$ cat config.mk
export PLATFORM = sky130hd
export DESIGN_NAME = wdds_front
export DESIGN_NICKNAME = d
export VERILOG_FILES = /design/src/rtl/core/wdds_pkg.sv /design/src/rtl/core/wdds_front.sv
export SDC_FILE = /design/constraint.sdc
export NUM_CORES = 1
export LEC_CHECK = 0
export BUFFER_PORTS_ARGS = -buffer_cell sky130_fd_sc_hd__buf_4
export CORE_AREA = 2 2 48 68
export DETAILED_ROUTE_END_ITERATION = 16
export DIE_AREA = 0 0 50 70
export PLACE_DENSITY = 0.8
export SLEW_MARGIN = 20
export SYNTH_ARGS = -nofsm -noshare
export SYNTH_HDL_FRONTEND = slang
export SYNTH_SLANG_ARGS = --single-unit
$ cat constraint.sdc
create_clock -name clock -period 3.4 [get_ports clock]
set_input_delay 0.68 -clock clock [delete_from_list [all_inputs] [get_ports clock]]
set_output_delay 0.68 -clock clock [all_outputs]
set_load 0.005 [all_outputs]
$ cat src/rtl/core/wdds_pkg.sv
// Shared types, constants and codes of the wavetable DDS DAC driver.
package wdds_pkg;

   localparam int TABLE_SAMPLES_DEFAULT = 256;
   localparam int WAVE_COUNT_DEFAULT    = 4;

   // Phase is held as the sample position in units of 1/PHASE_UNITS sample,
   // divided by TABLE_SAMPLES, which every increment shares.
   localparam int PHASE_UNITS = 10000;
   localparam int PHASE_W     = 14;
   localparam int REM_W       = PHASE_W + 1;

   localparam int PROD_W    = 20;
   localparam int MODQ_W    = 7;
   localparam int MOD_RECIP = (1 << PROD_W) / PHASE_UNITS;

   localparam int QUEUE_DEPTH = 2;

   localparam int ENTRY_FRAC = 14;
   localparam int SUM_W      = 24;
   localparam int CODE_SHIFT = 7;
   localparam int CODE_DIV   = 25;
   localparam int CODE_V_W   = 13;
   localparam int CODE_RECIP = (1 << CODE_V_W) / CODE_DIV;
   localparam int CODE_LIMIT = 256 * (1 << CODE_SHIFT) * CODE_DIV;
   localparam int CODE_REM_W = 6;

   localparam logic [15:0] FRAME_ACTIVE   = 16'h3000;
   localparam logic [15:0] FRAME_SHUTDOWN = 16'h2000;

   localparam int CSR_DATA_W = 10;

   typedef enum logic [1:0] {
      CSR_FREQ   = 2'd0,
      CSR_MAG    = 2'd1,
      CSR_OFFSET = 2'd2,
      CSR_WAVE   = 2'd3
   } csr_index_type;

   typedef enum logic [1:0] {
      CMD_TICK  = 2'd0,
      CMD_WRITE = 2'd1,
      CMD_START = 2'd2,
      CMD_STOP  = 2'd3
   } cmd_type;

   typedef struct packed {
      logic [1:0]         req_type;
      logic [9:0]         elapsed_ms;
      logic [1:0]         table_wave;
      logic [7:0]         table_index;
      logic signed [15:0] table_value;
   } req_item_type;

   typedef struct packed {
      logic [15:0] spi_word;
      logic [7:0]  dac_code;
   } rsp_item_type;

   typedef struct packed {
      cmd_type            cmd;
      logic [9:0]         elapsed_ms;
      logic [1:0]         table_wave;
      logic [7:0]         table_index;
      logic signed [15:0] table_value;
   } q_entry_type;

   typedef struct packed {
      logic [9:0]        frequency_tenths_hz;
      logic [5:0]        magnitude_tenths_volt;
      logic signed [6:0] offset_tenths_volt;
      logic [1:0]        waveform_select;
   } cfg_type;

   localparam cfg_type CFG_RESET = '{
      frequency_tenths_hz:   10'd10,
      magnitude_tenths_volt: 6'd10,
      offset_tenths_volt:    7'sd0,
      waveform_select:       2'd0
   };

endpackage

$ cat src/rtl/core/wdds_front.sv
// Front end: takes requests, decodes them and drops table writes out of range.
module wdds_front #(
   parameter int TABLE_SAMPLES = wdds_pkg::TABLE_SAMPLES_DEFAULT,
   parameter int WAVE_COUNT    = wdds_pkg::WAVE_COUNT_DEFAULT
) (
   input  logic                  clock,
   input  logic                  reset,
   input  logic                  req_valid,
   output logic                  req_stall,
   input  wdds_pkg::req_item_type req_data,
   input  logic                  q_full,
   output logic                  push,
   output wdds_pkg::q_entry_type push_data
);

   logic                  valid_ff;
   wdds_pkg::q_entry_type entry_ff;
   wdds_pkg::q_entry_type entry_in;
   wdds_pkg::cmd_type     cmd;
   logic                  keep;

   assign req_stall = valid_ff && q_full;
   assign push      = valid_ff && !q_full;
   assign push_data = entry_ff;

   always_comb begin
      cmd = wdds_pkg::cmd_type'(req_data.req_type);
      unique case (cmd)
         wdds_pkg::CMD_WRITE: begin
            keep = (int'(req_data.table_wave) < WAVE_COUNT) &&
                   (int'(req_data.table_index) < TABLE_SAMPLES);
         end
         wdds_pkg::CMD_TICK,
         wdds_pkg::CMD_START,
         wdds_pkg::CMD_STOP: begin
            keep = 1'b1;
         end
         default: begin
            keep = 1'b1;
         end
      endcase
      entry_in.cmd         = cmd;
      entry_in.elapsed_ms  = req_data.elapsed_ms;
      entry_in.table_wave  = req_data.table_wave;
      entry_in.table_index = req_data.table_index;
      entry_in.table_value = req_data.table_value;
   end

   always_ff @(posedge clock) begin
      if (reset) begin
         valid_ff <= 1'b0;
      end else if (!req_stall) begin
         valid_ff <= req_valid && keep;
      end
   end

   always_ff @(posedge clock) begin
      if (!req_stall) begin
         entry_ff <= entry_in;
      end
   end

endmodule

==> impl_metrics.json <==
{
  "clock_latency_ns": 0.27,
  "yosys.area.top_type": "edfxtp_1",
  "synth_mux_area_share_pct": 0,
  "dp_hpwl_um": 1770,
  "cts_resized": 0,
  "syn-cell-area_mm2": 0.00119,
  "synthesis.nets": 86,
  "wire_per_inst_um": 12.9,
  "yosysWarnings": 0,
  "tritoncts": "yes",
  "fin_skew_ns": 0.00526,
  "grtUsageMet3_pct": 5.13,
  "syn_inst": 44,
  "clock-sinks": 39,
  "cellLeakagePower_nw": 0.853,
  "yosysTopAreaCellShare_pct": 96.2,
  "use_met2_pct": 23.8,
  "maxCapViolations": 0,
  "arrival_ns": 1.11,
  "vias": 728,
  "grt-ovfl-total": 0,
  "io_pins": 82,
  "layout_min_cycle_time_ns": 1.79,
  "die_area_mm2": 0.00350,
  "core_mm2": 0.00297,
  "grt_use_total_pct": 12.9,
  "grt_first_pass_wirelength_um": 3250,
  "initial_core_util_pct": 39.9,
  "startpoint_type": "primary input",
  "holdBufCountCts": 0,
  "pre_cts_ws_ns": 1.61,
  "rows": 24,
  "hold_depth": 2,
  "drc": 0,
  "fin_setup_tns_ns": 0,
  "r2r_cells": 2,
  "crit_fanout": 3,
  "diodes": 0,
  "end_kind": "primary output",
  "slew_headroom_pct": 70.1,
  "port_buffers": 81,
  "fmax_ghz": 0.559,
  "ys_seq_area_share_pct": 97.9,
  "fin_crit_sh_pct": 52.6,
  "place.gp.congestion": 0.621,
  "synth_compound_area_share_pct": 0.422,
  "final_common_cell": "buf_4",
  "clk_pin_slew_ns": 0.06,
  "ys_ff_latch": 39,
  "numCtsBuffers": 5,
  "top_usage_layer": "met2",
  "p_total_w": 0.000930,
  "synth_xor_area_share_pct": 0,
  "drtPass1Iterations": 4,
  "rr_startpoint": "valid_ff",
  "avgSynthCellArea_um2": 27.0,
  "rr_endpoint": "push_data[31]",
  "use_met1_pct": 12.1,
  "critPathLaunch": "q_full",
  "layout_common_cells": "buf_4 (82), edfxtp_1 (38), clkbuf_8 (5)",
  "crit_type": "primary input to primary output",
  "cts_buffer_depth": 2,
  "area_growth_pct": 62.1,
  "drtIter0Drc": 20,
  "finalHoldViolCount": 0,
  "wirelength_um": 2210,
  "via_per_inst": 4.26,
  "holdCritStartpoint": "valid_ff",
  "synth_top_family_by_area": "simple AND/OR/NAND/NOR gates",
  "worst_pin_slew_ns": 0.448,
  "hold_class": "flop to flop",
  "root_buffer": "clkbuf_8",
  "ir_worst_vdd_mv": 0.392,
  "worst_slack_ns": 1.61,
  "die_w_um": 50,
  "grt_max_degree": 39,
  "r2r_slack_ns": 2.23,
  "final_core_util_pct": 64.7,
  "slew_violations": 0,
  "fin_nets": 175,
  "required_ns": 2.72,
  "synthAdderAreaFrac_pct": 0,
  "ant_nets": 0,
  "setup_viol": 0,
  "cts-htree-levels": 2,
  "cts_setup_buffers": 0,
  "synth-simple-area-share_pct": 1.37,
  "grt_setup_unrepaired": "no",
  "antenna_found_initial": 0,
  "min_to": "valid_ff",
  "fp.dieH_um": 70,
  "status": "complete, no violations",
  "grt_pass1_vias": 725,
  "ys_types": 7,
  "p_per_area_mw_per_mm2": 484,
  "synth.area.top_cells": "edfxtp_1 (96%), dfxtp_1 (1.7%), and2b_2 (0.74%)",
  "drive_gt1_share_pct": 66.7
}
-- cell type report --
type / count / area [um^2]
Clock buffer: 6 / 72.6
Fill cell: 226 / 1050
Inverter: 1 / 3.75
Multi-Input combinational cell: 4 / 21.3
Sequential cell: 39 / 1160
Tap cell: 39 / 48.8
Timing Repair Buffer: 82 / 616
-- sequential cells by signal, summed over array words and instances, names as in the netlist --
register and cells:
valid_ff 1, push_data 38
-- routing by layer --
metal | vias to the layer above | share of wire [%]
li1 | 347 | -
met1 | 331 | 31
met2 | 46 | 61
met4 | 0 | 1.7
met5 | - | 0
met3 | 4 | 6.8
-- cells in the mapped netlist, drive strengths merged --
| cell | number |
|---|---|
| a21oi | 1 |
| and2b | 1 |
| dfxtp | 1 |
| edfxtp | 38 |
| inv | 1 |
| nand2 | 1 |
| nor2 | 1 |
-- worst max-delay path by stage --
stage | end | slack (ns) | cells after the start
global placement | push | 1.63 | 3
detailed placement | push | 1.61 | 3
global route | push | 1.60 | 3
CTS | push | 1.61 | 3
floorplan | req_stall | 1.07 | 2
finish | push | 1.61 | 3
-- critical path, stage by stage --
cell	delay, ns
buf_4	0.09
and2b_2	0.21
buf_4	0.13
-- cells by family (layout without fill, tap and decap cells) --
kind of cell           after synthesis  in the layout
flip-flops                          39             39
buffers and inverters                1             89
AO/OA/AOI/OAI                        1              1
AND/OR/NAND/NOR                      3              3
-- where the power goes --
| part | total, W | switching, W | internal [W] | leakage [nW] |
|---|---|---|---|---|
| clock network | 0.000260 | 0.000124 | 0.000136 | 0.0371 |
| logic | 0.0000973 | 0.0000305 | 0.0000668 | 0.414 |
| registers | 0.000573 | 0.00000878 | 0.000564 | 0.402 |
-- metrics by stage --
step,area (um^2),instances,hold slack (ns)
CTS,1920,171,0.540
finish,1920,171,0.541
floorplan,1190,44,0.467
global placement,1850,165,0.480
global route,1920,171,0.555
detailed placement,1850,165,0.527
No activity file was read; power rests on OpenSTA's default activity.
