$ cat src/rtl/core/wdds_pkg.sv
// Shared types, constants and codes of the wavetable DDS DAC driver.
package wdds_pkg;

   localparam int TABLE_SAMPLES_DEFAULT = 256;
   localparam int WAVE_COUNT_DEFAULT    = 4;

   // Phase is held as the sample position in units of 1/PHASE_UNITS sample,
   // divided by TABLE_SAMPLES, which every increment shares.
   localparam int PHASE_UNITS = 10000;
   localparam int PHASE_W     = 14;
   localparam int REM_W       = PHASE_W + 1;

   localparam int PROD_W    = 20;
   localparam int MODQ_W    = 7;
   localparam int MOD_RECIP = (1 << PROD_W) / PHASE_UNITS;

   localparam int QUEUE_DEPTH = 2;

   localparam int ENTRY_FRAC = 14;
   localparam int SUM_W      = 24;
   localparam int CODE_SHIFT = 7;
   localparam int CODE_DIV   = 25;
   localparam int CODE_V_W   = 13;
   localparam int CODE_RECIP = (1 << CODE_V_W) / CODE_DIV;
   localparam int CODE_LIMIT = 256 * (1 << CODE_SHIFT) * CODE_DIV;
   localparam int CODE_REM_W = 6;

   localparam logic [15:0] FRAME_ACTIVE   = 16'h3000;
   localparam logic [15:0] FRAME_SHUTDOWN = 16'h2000;

   localparam int CSR_DATA_W = 10;

   typedef enum logic [1:0] {
      CSR_FREQ   = 2'd0,
      CSR_MAG    = 2'd1,
      CSR_OFFSET = 2'd2,
      CSR_WAVE   = 2'd3
   } csr_index_type;

   typedef enum logic [1:0] {
      CMD_TICK  = 2'd0,
      CMD_WRITE = 2'd1,
      CMD_START = 2'd2,
      CMD_STOP  = 2'd3
   } cmd_type;

   typedef struct packed {
      logic [1:0]         req_type;
      logic [9:0]         elapsed_ms;
      logic [1:0]         table_wave;
      logic [7:0]         table_index;
      logic signed [15:0] table_value;
   } req_item_type;

   typedef struct packed {
      logic [15:0] spi_word;
      logic [7:0]  dac_code;
   } rsp_item_type;

   typedef struct packed {
      cmd_type            cmd;
      logic [9:0]         elapsed_ms;
      logic [1:0]         table_wave;
      logic [7:0]         table_index;
      logic signed [15:0] table_value;
   } q_entry_type;

   typedef struct packed {
      logic [9:0]        frequency_tenths_hz;
      logic [5:0]        magnitude_tenths_volt;
      logic signed [6:0] offset_tenths_volt;
      logic [1:0]        waveform_select;
   } cfg_type;

   localparam cfg_type CFG_RESET = '{
      frequency_tenths_hz:   10'd10,
      magnitude_tenths_volt: 6'd10,
      offset_tenths_volt:    7'sd0,
      waveform_select:       2'd0
   };

endpackage

$ cat src/rtl/core/wdds_queue.sv
// Short FIFO of decoded commands between front and back end.
module wdds_queue (
   input  logic                  clock,
   input  logic                  reset,
   input  logic                  push,
   input  wdds_pkg::q_entry_type push_data,
   output logic                  full,
   input  logic                  pop,
   output wdds_pkg::q_entry_type pop_data,
   output logic                  empty
);

   localparam int DEPTH = wdds_pkg::QUEUE_DEPTH;
   localparam int PW    = (DEPTH > 1) ? $clog2(DEPTH) : 1;
   localparam int CW    = $clog2(DEPTH + 1);

   wdds_pkg::q_entry_type entries_ff [DEPTH];
   logic [PW-1:0]         wr_ptr_ff;
   logic [PW-1:0]         rd_ptr_ff;
   logic [CW-1:0]         count_ff;

   function automatic logic [PW-1:0] next_ptr(input logic [PW-1:0] p);
      if (int'(p) == DEPTH - 1) begin
         return '0;
      end
      return p + PW'(1);
   endfunction

   assign full     = (count_ff == CW'(DEPTH));
   assign empty    = (count_ff == '0);
   assign pop_data = entries_ff[rd_ptr_ff];

   always_ff @(posedge clock) begin
      if (reset) begin
         wr_ptr_ff <= '0;
         rd_ptr_ff <= '0;
         count_ff  <= '0;
      end else begin
         if (push) begin
            wr_ptr_ff <= next_ptr(wr_ptr_ff);
         end
         if (pop) begin
            rd_ptr_ff <= next_ptr(rd_ptr_ff);
         end
         if (push && !pop) begin
            count_ff <= count_ff + CW'(1);
         end else if (pop && !push) begin
            count_ff <= count_ff - CW'(1);
         end
      end
   end

   always_ff @(posedge clock) begin
      if (push) begin
         entries_ff[wr_ptr_ff] <= push_data;
      end
   end

   a_no_overflow: assert property (@(posedge clock) disable iff (reset) !(push && full))
      else $error("queue written while full");
   a_no_underflow: assert property (@(posedge clock) disable iff (reset) !(pop && empty))
      else $error("queue read while empty");

endmodule

$ cat config.mk
export PLATFORM = sky130hd
export DESIGN_NAME = wdds_queue
export DESIGN_NICKNAME = d
export VERILOG_FILES = /design/src/rtl/core/wdds_pkg.sv /design/src/rtl/core/wdds_queue.sv
export SDC_FILE = /design/constraint.sdc
export NUM_CORES = 1
export LEC_CHECK = 0
export BUFFER_PORTS_ARGS = -buffer_cell sky130_fd_sc_hd__buf_2
export CORE_ASPECT_RATIO = 2
export CORE_UTILIZATION = 45
export DETAILED_ROUTE_END_ITERATION = 16
export GPL_TIMING_DRIVEN = 0
export PLACE_DENSITY = 0.7
export SLEW_MARGIN = 40
export SYNTH_ARGS = -nofsm -noshare
export SYNTH_HDL_FRONTEND = slang
export SYNTH_SLANG_ARGS = --single-unit
$ cat constraint.sdc
create_clock -name clock -period 3.2 [get_ports clock]
set_input_delay 0.64 -clock clock [delete_from_list [all_inputs] [get_ports clock]]
set_output_delay 0.64 -clock clock [all_outputs]
set_load 0.1 [all_outputs]
==> flow_summary.yaml <==
run_status:
  status: "completed"
layout:
  num-fill-cells: 526
  antenna_cells: 0
  finish.utilization_pct: 59.90
  layout.nets: 277
  final_area_um2: 3780
  drive_gt1_share_pct: 57.74
  fin_cells: 325
  register_area_um2: 2382
  area_delta_synth_final_pct: 28.01
  multi_input_area_um2: 541.8
worst_setup_path:
  reg2reg_from: "wr_ptr_ff"
  crit_required_ns: 2.56
  start_kind: "register"
  endpoint_kind: "output port"
  crit_fanout: 10
  critical_path_class: "register to output port"
  worstPathArrival_ns: 1.66
global_route:
  grtUsageTotal_pct: 15.45
  grt_pass1_vias: 1598
  grt_max_degree: 39
  grt_pass1_wl_um: 7245
  antenna_found_initial: 0
  grt_overflow: 0
placement:
  dp_cells: 309
  gp_congestion: 0.6827
  hpwl_um: 3281
  place_ws_ns: 1.225
  numPortBuffers: 81
  place_area_um2: 3518
worst_hold_path:
  hold_class: "primary input to register"
  hold_path_startpoint: "push_data[33]"
synth:
  synth-xor-area-share_pct: 1.186
  synth_compound_area_share_pct: 0.3390
  synth.area.mux_share_pct: 14.49
  synth_fa_ha_area_share_pct: 0.4237
  synth_top_area_share_pct: 77.29
  synth_area_leaders: "edfxtp_1 (77%), mux2_2 (14%), dfxtp_1 (3.4%), buf_6 (0.76%), nor2_1 (0.64%)"
  postSynth.asyncResetShare_pct: 0
  syn-cell-area_um2: 2953
  yosys-top-cells-count: "edfxtp_1 (76), mux2_2 (38), dfxtp_1 (5), nor2_1 (5)"
  syn_inst: 140
  ys_seq_elements: 81
  synth.largest_area_cell: "edfxtp_1"
  synth-seq-area-share_pct: 80.68
  yosys_warnings: 0
  synthesis.nets: 183
  yosys.area_share.simple_pct: 1.568
  ys_types: 17
  synth_top_family_by_area: "multiplexers"
  ys.flop_type: "edfxtp_1"
  synth_edf_count: 76
  synth.most_common_cell: "edfxtp_1"
  avgSynthCellArea_um2: 21.09
die:
  die-area_um2: 6910
  rows: 41
  ios: 82
  die_y_um: 116.6
  die_w_um: 59.28
  core_area_um2: 6310
  initial_core_util_pct: 46.80
drt:
  drt_iter0_drc: 57
  num_vias: 1538
  wl_um: 4805
  wl_per_cell_um: 14.78
  first_pass_iters: 4
  avgViaCountPerCell: 4.732
  antenna_left: 0
  route.detailed.drc: 0
sta:
  finalSetupViolCount: 0
  holdWs_ns: 0.4993
  layout_setup_ws_ns: 0.9015
  fin_skew_ns: 0.005574
  fin_crit_sh_pct: 71.83
  tightest_slew_ns: 0.5451
  maxSlewViolCount: 0
  min_period_ns: 2.299
  rsz0062_at_grt: "false"
  tns_ns: 0
  final_hold_viol_count: 0
  maxSlewHeadroom_pct: 63.66
  max_freq_mhz: 435.1
power_and_ir_drop:
  irDropWorstVdd_mv: 0.6314
  leakagePower_nw: 1.443
  power_density_nw_per_um2: 742.5
  power_mw: 2.807
clock_tree:
  clock_sinks: 81
  htree_num_levels: 3
  cts_tree: "yes"
  cts_root_buffer: "clkbuf_16"
  cts_hold_buf: 0
  cts_buffers: 9
  clk_pin_slew_ns: 0.05
  post_cts_buffers: 0
  cts-resized-gates: 0
  clock_path_buffers: 2
  clock_latency_ns: 0.32
job:
  cap_violations: 0
## path summary, 6_finish.rpt
path	end	slack, ns	depth (start not counted)
setup / recovery	pop_data[2]	0.90	4
hold / removal	entries_ff[0][33]	0.50	1
setup reg to reg	entries_ff[1][28]	1.88	1
hold reg to reg	count_ff[1]	0.51	2
## worst max-delay path, stage by stage, from the launching register on
cell and delay, ns:
dfxtp_1 0.32, buf_4 0.19, buf_6 0.18, mux2_2 0.35, buf_2 0.29
## cells by family after synthesis
family / count (synthesis)
buffers and inverters: 5
DFF: 81
AOI/OAI and AO/OA: 2
xor gates and xnor gates: 4
and+or+nand+nor: 9
muxes: 38
adders and majority gates: 1
## layout by cell type, fill, tap and decap left out
| cell type | instances |
|---|---|
| a21oi_1 | 1 |
| and2_4 | 1 |
| and2b_2 | 1 |
| buf_16 | 1 |
| buf_2 | 82 |
| buf_4 | 1 |
| buf_6 | 2 |
| buf_8 | 1 |
| clkbuf_1 | 5 |
| clkbuf_16 | 9 |
| clkbuf_8 | 1 |
| clkinv_1 | 1 |
| dfxtp_1 | 5 |
| edfxtp_1 | 76 |
| ha_1 | 1 |
| inv_1 | 1 |
| mux2_2 | 38 |
| nor2_1 | 5 |
| nor2b_4 | 1 |
| o21ai_0 | 1 |
| or3_1 | 1 |
| xnor2_1 | 2 |
| xor2_1 | 2 |
## registers in the layout, indices dropped and copies added (netlist names), named ones only
name	cells
entries_ff	76
count_ff	2
rd_ptr_ff	1
wr_ptr_ff	1
## power by group
group	internal [mW]	switching, mW
Clock	0.545	0.345
Sequential	1.23	0.0179
Combinational	0.135	0.530
Total	1.91	0.892
## routing by layer
layer	part of all wire (%)	global-route usage [%]	wire length [µm]
met5	0	0	0
met4	2.3	9.048	110
met3	6.3	7.530	301
met2	57	27.12	2749
met1	34	13.62	1642
## cell type report
cell class / instances / share of cell area [%]
Buffer: 4 / 0.9268
Multi-Input combinational cell: 54 / 14.33
Clock inverter: 1 / 0.09930
Sequential cell: 81 / 63.03
Timing Repair Buffer: 83 / 11.85
Tap cell: 86 / 2.847
Inverter: 1 / 0.09930
Clock buffer: 15 / 6.819
Note: power is estimated with default switching activity, not from simulation.
